## config.mk

```make
export PLATFORM = sky130hd
export DESIGN_NAME = int64_to_radix_digits_core
export DESIGN_NICKNAME = d
export VERILOG_FILES = /design/src/hw/rtl/i64rdx_pkg.sv /design/src/hw/rtl/i64rdx_ram.sv /design/src/hw/rtl/i64rdx_divider.sv /design/src/hw/rtl/int64_to_radix_digits_core.sv
export VERILOG_INCLUDE_DIRS = /design/src /design/src/hw/rtl
export SDC_FILE = /design/constraint.sdc
export NUM_CORES = 1
export LEC_CHECK = 0
export BUFFER_PORTS_ARGS = -buffer_cell sky130_fd_sc_hd__clkbuf_2
export CELL_PAD_IN_SITES_DETAIL_PLACEMENT = 0
export CELL_PAD_IN_SITES_GLOBAL_PLACEMENT = 2
export CORE_MARGIN = 2
export CORE_UTILIZATION = 40
export DETAILED_ROUTE_END_ITERATION = 10
export PLACE_DENSITY_LB_ADDON = 0.1
export RECOVER_POWER = 25
export SYNTH_ARGS = -nofsm -noshare
export SYNTH_HDL_FRONTEND = slang
export SYNTH_SLANG_ARGS = --single-unit
```

## constraint.sdc

```tcl
create_clock -name clk_i -period 50.5 [get_ports clk_i]
set_input_delay 15.15 -clock clk_i [delete_from_list [all_inputs] [get_ports clk_i]]
set_output_delay 15.15 -clock clk_i [all_outputs]
set_load 0.02 [all_outputs]
```

## src/hw/rtl/int64_to_radix_digits_core_defines.svh

```systemverilog
// Assertion macros shared by the radix digit converter RTL.
`ifndef INT64_TO_RADIX_DIGITS_CORE_DEFINES_SVH
`define INT64_TO_RADIX_DIGITS_CORE_DEFINES_SVH

`ifndef NO_ASSERTIONS
// Checked while out of reset only.
`define I64RDX_ASSERT(label, prop, msg) \
  label: assert property (@(posedge clk_i) disable iff (!rst_ni) prop) else $error(msg);
// Checked at every edge, reset included.
`define I64RDX_ASSERT_ALWAYS(label, prop, msg) \
  label: assert property (@(posedge clk_i) prop) else $error(msg);
`else
`define I64RDX_ASSERT(label, prop, msg)
`define I64RDX_ASSERT_ALWAYS(label, prop, msg)
`endif

`endif

```

## src/hw/rtl/i64rdx_pkg.sv

```systemverilog
// Package with types, constants and helper functions of the radix digit converter.
package i64rdx_pkg;

  // Field widths.
  localparam int ValueW      = 64;
  localparam int DigitW      = 6;
  localparam int CharW       = 7;

  // Digit buffer geometry.
  localparam int MaxDigits   = 64;
  localparam int IdxW        = $clog2(MaxDigits);

  // Divider: quotient bits resolved per cycle and number of divider steps per digit.
  localparam int BitsPerCycle = 8;
  localparam int DivSteps     = ValueW / BitsPerCycle;
  localparam int DivCntW      = $clog2(DivSteps);

  // Radix range and character codes.
  localparam logic [DigitW-1:0] RadixMin     = DigitW'(2);
  localparam logic [DigitW-1:0] RadixMax     = DigitW'(36);
  localparam logic [DigitW-1:0] DecimalLimit = DigitW'(10);
  localparam logic [CharW-1:0]  DigitZero    = CharW'(48);
  localparam logic [CharW-1:0]  LetterBase   = CharW'(65);

  // Sequencer states.
  typedef enum logic [1:0] {
    ST_IDLE,
    ST_DIVIDE,
    ST_FETCH,
    ST_EMIT
  } state_e;

  // Request to the divider.
  typedef struct packed {
    logic              start;
    logic [ValueW-1:0] dividend;
    logic [DigitW-1:0] divisor;
  } div_req_t;

  // Status from the divider.
  typedef struct packed {
    logic done;
    logic quo_zero;
  } div_stat_t;

  // Force a radix into the supported range.
  function automatic logic [DigitW-1:0] clamp_radix(input logic [DigitW-1:0] r);
    logic [DigitW-1:0] res;
    res = r;
    if (r < RadixMin) begin
      res = RadixMin;
    end else if (r > RadixMax) begin
      res = RadixMax;
    end
    return res;
  endfunction

  // Map a digit value to its ASCII code.
  function automatic logic [CharW-1:0] digit_char(input logic [DigitW-1:0] d);
    logic [CharW-1:0] res;
    if (d < DecimalLimit) begin
      res = DigitZero + CharW'(d);
    end else begin
      res = LetterBase + CharW'(d - DecimalLimit);
    end
    return res;
  endfunction

endpackage

```

## src/hw/rtl/i64rdx_ram.sv

```systemverilog
// Generic single write port, single read port RAM with registered read data.
module i64rdx_ram #(
  parameter int Width = 8,
  parameter int Depth = 64
) (
  input  logic                     clk_i,
  input  logic                     wr_en_i,
  input  logic [$clog2(Depth)-1:0] wr_addr_i,
  input  logic [Width-1:0]         wr_data_i,
  input  logic                     rd_en_i,
  input  logic [$clog2(Depth)-1:0] rd_addr_i,
  output logic [Width-1:0]         rd_data_o
);

  logic [Width-1:0] mem_q [Depth];
  logic [Width-1:0] rd_data_q;

  // Write port.
  always_ff @(posedge clk_i) begin
    if (wr_en_i) begin
      mem_q[wr_addr_i] <= wr_data_i;
    end
  end

  // Read port; data holds while no read is issued.
  always_ff @(posedge clk_i) begin
    if (rd_en_i) begin
      rd_data_q <= mem_q[rd_addr_i];
    end
  end

  assign rd_data_o = rd_data_q;

endmodule

```

## src/hw/rtl/i64rdx_divider.sv

```systemverilog
// Iterative divider of a 64-bit magnitude by a small radix, several bits per cycle.
module i64rdx_divider
  import i64rdx_pkg::*;
(
  input  logic              clk_i,
  input  logic              rst_ni,
  input  div_req_t          req_i,
  output div_stat_t         stat_o,
  output logic [ValueW-1:0] quotient_o,
  output logic [DigitW-1:0] remainder_o
);

  logic               busy_q, busy_d;
  logic               done_q, done_d;
  logic [DivCntW-1:0] cnt_q, cnt_d;
  logic [ValueW-1:0]  dividend_q;
  logic [DigitW-1:0]  rem_q;
  logic [DigitW-1:0]  divisor_q;
  logic [ValueW-1:0]  step_quo;
  logic [DigitW-1:0]  step_rem;

  // Restoring division, one step per quotient bit of this cycle: shift in a dividend bit, compare and subtract.
  always_comb begin
    logic [DigitW:0]   part;
    logic [ValueW-1:0] quo;
    logic [DigitW-1:0] rem;
    quo  = dividend_q;
    rem  = rem_q;
    part = '0;
    for (int i = 0; i < BitsPerCycle; i++) begin
      part = {rem, quo[ValueW-1]};
      quo  = {quo[ValueW-2:0], 1'b0};
      if (part >= {1'b0, divisor_q}) begin
        part   = part - {1'b0, divisor_q};
        quo[0] = 1'b1;
      end
      rem = part[DigitW-1:0];
    end
    step_quo = quo;
    step_rem = rem;
  end

  // Step counter and completion flag.
  always_comb begin
    busy_d = busy_q;
    done_d = 1'b0;
    cnt_d  = cnt_q;
    if (req_i.start) begin
      busy_d = 1'b1;
      cnt_d  = '0;
    end else if (busy_q) begin
      cnt_d = cnt_q + DivCntW'(1);
      if (cnt_q == DivCntW'(DivSteps - 1)) begin
        busy_d = 1'b0;
        done_d = 1'b1;
      end
    end
  end

  always_ff @(posedge clk_i or negedge rst_ni) begin
    if (!rst_ni) begin
      busy_q <= 1'b0;
      done_q <= 1'b0;
      cnt_q  <= '0;
    end else begin
      busy_q <= busy_d;
      done_q <= done_d;
      cnt_q  <= cnt_d;
    end
  end

  // Operand and result registers; the dividend register turns into the quotient.
  always_ff @(posedge clk_i) begin
    if (req_i.start) begin
      dividend_q <= req_i.dividend;
      rem_q      <= '0;
      divisor_q  <= req_i.divisor;
    end else if (busy_q) begin
      dividend_q <= step_quo;
      rem_q      <= step_rem;
    end
  end

  assign stat_o.done     = done_q;
  assign stat_o.quo_zero = (dividend_q == '0);
  assign quotient_o      = dividend_q;
  assign remainder_o     = rem_q;

endmodule

```

## src/hw/rtl/int64_to_radix_digits_core.sv

```systemverilog
// Top level of the signed 64-bit to radix 2..36 ASCII digit converter.
//
//   channel  direction  handshake               beat payload
//   in       sink       in_valid_i / in_stall_o  value_i, radix_i
//   out      source     out_valid_o / out_stall_i character_o, minus_first_o, last_o
//
// Each digit costs one pass through the shared divider, which resolves 8 quotient bits
// at a time, plus one step to store the remainder and restart; output stalls lengthen an item.
// Digits go into a 64-entry buffer least significant first and are read back in reverse.
// One input item is worked on at a time; in_stall_o is high from acceptance until
// the last digit beat has been taken. Reset returns the sequencer to idle.
`include "int64_to_radix_digits_core_defines.svh"

module int64_to_radix_digits_core
  import i64rdx_pkg::*;
(
  input  logic                     clk_i,
  input  logic                     rst_ni,
  input  logic                     in_valid_i,
  output logic                     in_stall_o,
  input  logic signed [ValueW-1:0] value_i,
  input  logic        [DigitW-1:0] radix_i,
  output logic                     out_valid_o,
  input  logic                     out_stall_i,
  output logic        [CharW-1:0]  character_o,
  output logic                     minus_first_o,
  output logic                     last_o
);

  state_e            state_q, state_d;
  logic [IdxW-1:0]   ndig_q, ndig_d;
  logic [IdxW-1:0]   idx_q, idx_d;
  logic              neg_q, neg_d;
  logic [DigitW-1:0] rdx_q, rdx_d;
  div_req_t          div_req;
  div_stat_t         div_stat;
  logic [ValueW-1:0] div_quot;
  logic [DigitW-1:0] div_rem;
  logic [ValueW-1:0] value_u;
  logic [ValueW-1:0] magnitude;
  logic              wr_en;
  logic              rd_en;
  logic [IdxW-1:0]   rd_addr;
  logic [DigitW-1:0] rd_digit;
  logic              in_fire;
  logic              out_fire;

  // Magnitude modulo 2^64.
  assign value_u   = $unsigned(value_i);
  assign magnitude = value_u[ValueW-1] ? (~value_u + ValueW'(1)) : value_u;

  assign in_fire  = in_valid_i && !in_stall_o;
  assign out_fire = out_valid_o && !out_stall_i;

  // Sequencer: divide until the quotient is zero, then play the buffer back.
  // The clamped radix is kept for the whole item, since the input may change.
  always_comb begin
    state_d          = state_q;
    ndig_d           = ndig_q;
    idx_d            = idx_q;
    neg_d            = neg_q;
    rdx_d            = rdx_q;
    div_req.start    = 1'b0;
    div_req.dividend = div_quot;
    div_req.divisor  = rdx_q;
    wr_en            = 1'b0;
    rd_en            = 1'b0;
    rd_addr          = idx_q;
    case (state_q)
      ST_IDLE: begin
        if (in_valid_i) begin
          div_req.start    = 1'b1;
          div_req.dividend = magnitude;
          div_req.divisor  = clamp_radix(radix_i);
          rdx_d            = clamp_radix(radix_i);
          neg_d            = value_u[ValueW-1];
          ndig_d           = '0;
          state_d          = ST_DIVIDE;
        end
      end
      ST_DIVIDE: begin
        if (div_stat.done) begin
          wr_en = 1'b1;
          if (div_stat.quo_zero || (ndig_q == IdxW'(MaxDigits - 1))) begin
            idx_d   = ndig_q;
            state_d = ST_FETCH;
          end else begin
            ndig_d        = ndig_q + IdxW'(1);
            div_req.start = 1'b1;
          end
        end
      end
      ST_FETCH: begin
        rd_en   = 1'b1;
        state_d = ST_EMIT;
      end
      ST_EMIT: begin
        if (!out_stall_i) begin
          if (idx_q == '0) begin
            state_d = ST_IDLE;
          end else begin
            idx_d   = idx_q - IdxW'(1);
            rd_en   = 1'b1;
            rd_addr = idx_q - IdxW'(1);
          end
        end
      end
      default: begin
        state_d = ST_IDLE;
      end
    endcase
  end

  always_ff @(posedge clk_i or negedge rst_ni) begin
    if (!rst_ni) begin
      state_q <= ST_IDLE;
      ndig_q  <= '0;
      idx_q   <= '0;
      neg_q   <= 1'b0;
      rdx_q   <= RadixMin;
    end else begin
      state_q <= state_d;
      ndig_q  <= ndig_d;
      idx_q   <= idx_d;
      neg_q   <= neg_d;
      rdx_q   <= rdx_d;
    end
  end

  // Shared divider.
  i64rdx_divider u_divider (
    .clk_i       (clk_i),
    .rst_ni      (rst_ni),
    .req_i       (div_req),
    .stat_o      (div_stat),
    .quotient_o  (div_quot),
    .remainder_o (div_rem)
  );

  // Digit buffer, written least significant digit first.
  i64rdx_ram #(
    .Width (DigitW),
    .Depth (MaxDigits)
  ) u_digit_buf (
    .clk_i     (clk_i),
    .wr_en_i   (wr_en),
    .wr_addr_i (ndig_q),
    .wr_data_i (div_rem),
    .rd_en_i   (rd_en),
    .rd_addr_i (rd_addr),
    .rd_data_o (rd_digit)
  );

  // Output beat.
  assign in_stall_o    = (state_q != ST_IDLE);
  assign out_valid_o   = (state_q == ST_EMIT);
  assign character_o   = digit_char(rd_digit);
  assign minus_first_o = neg_q && (idx_q == ndig_q);
  assign last_o        = (idx_q == '0);

  // Checks on the sequencing.
  `I64RDX_ASSERT(a_emit_blocks_input, out_valid_o |-> in_stall_o, "input taken while emitting")
  `I64RDX_ASSERT(a_last_ends_item, (out_fire && last_o) |=> !out_valid_o, "beat after last digit")
  `I64RDX_ASSERT(a_no_early_output, in_fire |=> !out_valid_o, "output right after accept")
  `I64RDX_ASSERT_ALWAYS(a_done_in_divide, div_stat.done |-> (state_q == ST_DIVIDE), "stray done")

endmodule
```

==> results.md, run 1 <==
- Status: complete, but fails checks
- Failing checks: max-capacitance violations, max-slew violations
- GRT Resource Usage Total: between 10% and 20%
- Multi-input combinational cell area: between 8000 and 9000 um2
- Setup TNS Final: 0 ns
- Largest net degree at the start of global routing: 98
- Core Util, Final: 45.5%
- Achievable Freq: 52.0 MHz
- Number of diodes: 0
- Die ar.: between 60000 and 70000 um2
- Syn nets: approximately 1900
- Ys async rst share: roughly 5.3%
- CTS tree: yes
- H-tree depth: 2
- R2R setup slack: approximately 32 ns
- Crit-path max cell delay: around 0.57 ns
- Worst Setup SP: value_i[8]
- Die width: 249 um
- Avg Cell Area, Syn: between 10 and 15 um2
- Number of synthesized register bits: roughly 490
- DRT Pass-1 Iters: 5
- Post-synthesis sequential area ratio: between 60% and 70%
- Routability cong.: about 0.76
- Nets: approximately 2000
- Reg2reg start: u_divider.remainder_o[3]
- Clk_lat worst skew: about 0.62 ns
- Top_reg_cell synth: edfxtp_1
- CTS max path bufs: 3
- Critical Path AT: 19.59 ns
- Final wirelength: 60.1 mm
- Cells along the critical path: clkbuf_2, or4_4, or3_4, or3_4, or3_4, or3_1, or4_1, or3_4, or4_4, or3_4, o31ai_2, xor2_1, o21ai_1
- Post-Synthesis Cells: 1752
- Reg area: about 15000 um2
- Share of cells above drive strength 1: 17.6%
- Post-CTS Setup Inserts: 0
- Mapped cell area: 24100 um2
- DRC: 0
- Minimum clock period: between 15 and 20 ns
- Core ar.: between 50000 and 60000 um2
- Synthesis Warnings: 0
- Worst slew margin: -109%
- Placed Cells: ~2500
- Setup violators final: 0
- Vias in the first global route: approximately 15000
- # rows: 89
- Antenna Nets Post-Route: 0
- Worst-case reg-to-reg path depth: 70
- Starting Density: around two fifths
- Area contributors post-synth: edfxtp_1, mux4_2, ha_1
- Max-Cap Viols: 5
- # IOs: 85
- Number of enable flip-flop cells after synthesis: 460
- Largest area contributor in the netlist: edfxtp_1
- Layout Cells excl Fill: between 2000 and 3000
- Reg-to-reg endpoint: u_divider.quotient_o[0]
- Crit path required time: just over 50 ns
- Post-DP HPWL: between 30 and 40 mm
- DR WL/cell: around 23 um
- 1st-iter DRT viols: between 900 and 1000
- Setup CP Type: in2reg
- Critical Path End: u_divider.quotient_o[57]
- Final Max Slew Viols: between 300 and 400
- Final Skew: approximately 0.018 ns
- CTS Buf Count: 53
- CTS sink cnt: 492
- IO Port Bufs: 84
- Worst Setup End Kind: flip-flop
- Initial antenna violation count: 1
- RSZ-0062 raised after global routing: false
- CP Launch Type: input port
- Hold-fix buffers, CTS: 0
- First-pass GRT wire length: roughly 93 mm
- Post_cts resized: 0
- Final Hold Fails: 0
- Final period util: a little under two fifths
- Slew @ Worst Pin: approximately 3.1 ns
- Vias: around 15000
- Netlist cell types: 69
- Post-synth top area share: 57.3%
- Crit-path max FO: 6
- Vias/cell: 5.57
- Max stage delay cell, worst path: or4_4
- Height of the die: about 250 um
- Clock root buffer: clkbuf_16
- GR Overflow Total: 0
- Crit-path most repeated cell: or3_4
- CTS clock-pin slew for the worst setup and hold paths: ~0.060 ns
- Worst Hold Class: reg2reg
- Filler cells: approximately 5300
- Area grow syn2layout: 12.0%
==> sequential cells by signal (all words and copies together), names as in the netlist <==
name / flops
u_divider.quotient_o: 64
u_divider.done_q: 1
idx_q: 6
u_digit_buf.mem_q: 384
state_q: 2
u_divider.cnt_q: 3
ndig_q: 6
u_divider.busy_q: 1
u_digit_buf.rd_data_o: 6
rdx_q: 6
neg_q: 1
u_divider.remainder_o: 6
u_divider.divisor_q: 6
==> layout make-up <==
| class | count | share of cell area [%] |
|---|---|---|
| clock buffer | 69 | 5.25 |
| multi-input combinational | 1111 | 33.3 |
| clock inverter | 30 | 1.10 |
| tap | 773 | 3.59 |
| timing repair buffer | 99 | 1.95 |
| inverter | 53 | 0.737 |
| sequential | 492 | 54.1 |
==> through the flow <==
stage	hold WS [ns]	setup slack [ns]	instance area, um2
CTS	0.474	31.29	27000
detailed placement	0.461	30.63	25300
global route	0.518	29.70	27000
finish	0.471	31.26	27000
global placement	0.452	30.68	25300
floorplan	0.439	31.07	24100
==> worst max-delay path, delay by kind of cell <==
| kind | cells | cell delay, ns |
|---|---|---|
| compound gates | 2 | 0.30 |
| xor+xnor | 1 | 0.19 |
| simple gates | 9 | 3.84 |
| buf+inv | 1 | 0.11 |
==> Yosys cell counts, types with 22 or more instances <==
cell and number:
o21ai_0 136, xnor2_1 22, a21oi_1 39, a211oi_1 35
mux2i_1 25, nand3_1 53, nand2_1 119, mux4_2 96
edfxtp_1 460, nor2_1 106, clkbuf_1 77, mux2_2 25
a31oi_1 22, a21o_1 23, xor2_1 80, and2_1 24
ha_1 61, dfrtp_1 25, inv_1 52
==> layout by cell type, fill, tap and decap left out, types with 6 or more instances in the layout <==
| master | netlist | layout |
|---|---|---|
| and3_1 | 8 | 8 |
| nor3_1 | 18 | 18 |
| mux4_2 | 96 | 96 |
| o211ai_1 | 10 | 10 |
| nand4_1 | 10 | 10 |
| xor2_1 | 80 | 80 |
| o41ai_1 | 7 | 7 |
| nand2_1 | 119 | 117 |
| or3_4 | 10 | 10 |
| and2_1 | 24 | 24 |
| xnor2_1 | 22 | 21 |
| clkbuf_2 | 0 | 84 |
| o31ai_1 | 18 | 18 |
| clkbuf_1 | 77 | 18 |
| fa_1 | 8 | 8 |
| nand2b_1 | 16 | 16 |
| mux2i_1 | 25 | 25 |
| nand3_1 | 53 | 53 |
| o21ai_0 | 136 | 136 |
| nor2b_1 | 17 | 17 |
| nor4_1 | 19 | 19 |
| a211oi_1 | 35 | 35 |
| a21oi_1 | 39 | 38 |
| or2_2 | 7 | 7 |
| nand3b_1 | 6 | 6 |
| dfrtp_1 | 25 | 25 |
| or3_1 | 19 | 19 |
| inv_1 | 52 | 52 |
| clkbuf_16 | 0 | 53 |
| or4_1 | 9 | 9 |
| mux2_2 | 25 | 25 |
| clkinv_1 | 1 | 17 |
| buf_4 | 0 | 9 |
| a31oi_1 | 22 | 22 |
| a21o_1 | 23 | 20 |
| nor2_1 | 106 | 106 |
| o21a_1 | 7 | 7 |
| edfxtp_1 | 460 | 460 |
| ha_1 | 61 | 61 |
==> layer usage <==
layer  GRT usage, %  vias to the layer above  part of all wire (%)
met5              0                        -                 0.020
met3           2.71                       73                   4.0
met2           33.1                      297                    49
met4           5.71                        2                   2.3
li1               -                     6867                     -
met1           26.3                     7384                    44
==> cell families (layout without fill, tap and decap cells) <==
group | Yosys count | in the layout | share of synthesized area, %
compound gates | 336 | 336 | 8.73
buf+inv | 149 | 251 | 2.34
mux | 146 | 146 | 11.2
xor+xnor | 102 | 102 | 3.71
fa+ha+maj | 70 | 70 | 3.87
flops | 492 | 492 | 60.5
simple gates | 457 | 457 | 9.63
==> how the worst min path moves through the flow <==
stage / from / depth (start not counted) / slack [ns] / end
floorplan: rdx_q[0] / 2 / 0.44 / rdx_q[0]
global placement: rdx_q[4] / 2 / 0.45 / rdx_q[4]
detailed placement: rdx_q[2] / 2 / 0.46 / rdx_q[2]
CTS: rdx_q[2] / 2 / 0.47 / rdx_q[2]
global route: rdx_q[5] / 1 / 0.52 / rdx_q[5]
finish: rdx_q[3] / 2 / 0.47 / rdx_q[3]
Power of run 1 is not shown: default switching activity piles up to over one toggle a cycle in this logic, so the estimate is an artifact.
==> run 2: changes to the inputs <==
==> constraint.sdc (replaced) <==
create_clock -name clk_i -period 19.5 [get_ports clk_i]
set_input_delay 5.85 -clock clk_i [delete_from_list [all_inputs] [get_ports clk_i]]
set_output_delay 5.85 -clock clk_i [all_outputs]
set_load 0.02 [all_outputs]
==> run 2 against run 1 <==
First-iteration DRC count is 7.7% lower. Routed wire length is 0.78% lower. Worst hold slack worse by 0.0045 ns. Sequential cell count stayed put. Sequential share of layout area is 0.48 points lower. Non-clock buffer count is 10 higher. Global-route usage is 0.26 points lower. Critical path depth is 60 higher. Register-to-register slack worse by 30 ns. The run still ends with max-capacitance violations, max-slew violations left. Count of clock-buffer cells in the layout is 2 lower. Highest routed layer unchanged. Die area stayed put.
==> results.md, run 2 (synthesis gave the netlist of run 1 again) <==
- Hold-fix buffers, CTS: 0 (unchanged)
- DR WL/cell: 22.7 um (was 22.9 um)
- Max-Cap Viols: 1 (was 5)
- Nets: 1963 (was 1953)
- CP Launch Type: flip-flop (was input port)
- 1st-iter DRT viols: 916 (was 992)
- GRT Resource Usage Total: 19.3% (was 19.6%)
- CTS max path bufs: 3 (unchanged)
- Minimum clock period: around 18 ns
- Final Hold Fails: 0 (unchanged)
- Number of diodes: 0 (unchanged)
- Top delay family on crit path: compound AO/OA/AOI/OAI gates (was simple AND/OR/NAND/NOR gates)
- WP buf/inv: 6 (was 1)
- Setup violators final: 0 (unchanged)
- Setup CP Type: reg2reg (was in2reg)
- Vias/cell: 5.56 (was 5.57)
- Vias: 14637 (was 14623)
- Die width: 249 um (unchanged)
- Routability cong.: 0.801 (was 0.763)
- Max stage delay cell, worst path: a221o_1 (was or4_4)
- Failing checks: max-capacitance violations, max-slew violations (unchanged)
- Crit path required time: 20.00 ns (was 50.85 ns)
- CTS sink cnt: 492 (unchanged)
- Achievable Freq: 55.5 MHz
- Worst Setup End Kind: flip-flop (unchanged)
- Critical Path AT: 18.51 ns (was 19.59 ns)
- Die ar.: 62200 um2 (unchanged)
- Clk_lat worst skew: 0.62 ns (about the same)
- Area grow syn2layout: 13.0% (was 12.0%)
- Vias in the first global route: 15275 (was 15460)
- Crit-path max cell delay: 0.53 ns (was 0.57 ns)
- GR Overflow Total: 0 (unchanged)
- Largest net degree at the start of global routing: 97 (was 98)
- CTS Buf Count: 53 (unchanged)
- Placed Cells: 2530 (was 2528)
- IO Port Bufs: 84 (unchanged)
- Initial antenna violation count: 2 (was 1)
- Clock root buffer: clkbuf_16 (unchanged)
- DRC: 0 (unchanged)
- H-tree depth: 2 (unchanged)
- Height of the die: 249 um (unchanged)
- Slew @ Worst Pin: 2.91 ns (was 3.14 ns)
- Final period util: between 90 and 100%
- Starting Density: 40.7% (unchanged)
- Worst Hold Class: reg2reg (unchanged)
- Filler cells: 5332 (was 5339)
- Final Skew: 0.0369 ns (was 0.0180 ns)
- Status: complete, but fails checks (unchanged)
- Antenna Nets Post-Route: 0 (unchanged)
- Commonest cells after routing, fill and taps aside: edfxtp_1, o21ai_0, nand2_1 (unchanged)
- Setup TNS Final: 0 ns (unchanged)
- Crit-path most repeated cell: a21o_1 (was or3_4)
- Crit-path max FO: 19 (was 6)
- Multi-input combinational cell area: 9000 um2 (was 8980 um2)
- Post-DP HPWL: 38.8 mm (was 39.1 mm)
- Worst slew margin: -94.3% (was -109%)
- DRT Pass-1 Iters: 5 (unchanged)
- Final wirelength: 59.6 mm (was 60.1 mm)
- Layout Cells excl Fill: 2631 (was 2627)
- Max FFs per register: 384 (unchanged)
- # IOs: 85 (unchanged)
- Reg area: 14600 um2 (about the same)
- CTS tree: yes (unchanged)
- # rows: 89 (unchanged)
- First-pass GRT wire length: 91.9 mm (was 93.2 mm)
- Core ar.: 59200 um2 (unchanged)
- Reg with most FFs: u_digit_buf.mem_q (unchanged)
- Share of cells above drive strength 1: 19.0% (was 17.6%)
- Final Max Slew Viols: 66 (was 334)
- CTS clock-pin slew for the worst setup and hold paths: 0.06 ns (about the same)
- Most common cell after layout, fill and taps aside: edfxtp_1 (unchanged)
==> run 2: per-layer routing <==
layer | track usage (%) | part of all wire [%] | up-vias
met4 | 5.99 | 2.6 | 2
met3 | 2.51 | 3.8 | 76
met2 | 32.5 | 49 | 289
met1 | 26.2 | 45 | 7379
met5 | 0 | 0.022 | -
li1 | - | - | 6891
==> run 2: repair_timing <==
item                                    4_1_cts  5_1_grt
endpoints found under the setup margin        0        7
hold endpoints to repair                      0        0
resized for setup                             0        7
buffers inserted                              0        8
==> run 2: path summary, 6_finish.rpt <==
path / startpoint / end / slack [ns] / depth (start not counted)
max: u_divider.divisor_q[5] / u_divider.remainder_o[2] / 1.49 / 73
min: rdx_q[4] / rdx_q[4] / 0.47 / 2
max reg2reg: u_divider.divisor_q[5] / u_divider.remainder_o[2] / 1.49 / 73
min reg2reg: rdx_q[4] / rdx_q[4] / 0.47 / 2
max in group asynchronous: rst_ni / ndig_q[2] / 13.61 / 1
min in group asynchronous: rst_ni / rdx_q[3] / 5.34 / 1
==> run 2: cell type report <==
cell class	count	area share [%]
flip-flops and latches	492	53.6
multi-input cells	1111	33.1
clock buffers	67	5.18
well taps	773	3.55
repair buffers	109	2.27
clock inverters	26	1.59
inverters	53	0.758
==> run 2: worst min-delay path, cell delays in order, from the launching register on <==
cell	delay, ns
dfrtp_1	0.32
nand2_1	0.05
o21ai_0	0.06
==> run 2: metrics by stage <==
step / setup slack (ns) / util, % / cell area, um2 / hold slack (ns)
final: 1.49 / 45.9 / 27200 / 0.467
after global routing: -0.0129 / 45.9 / 27200 / 0.499
after CTS: 0.823 / 45.8 / 27100 / 0.473
after detailed placement: 0.856 / 42.7 / 25300 / 0.460
after global placement: 1.24 / 42.7 / 25300 / 0.450
after floorplan: 1.97 / - / 24100 / 0.439
Power of run 2 is left out for the same reason.
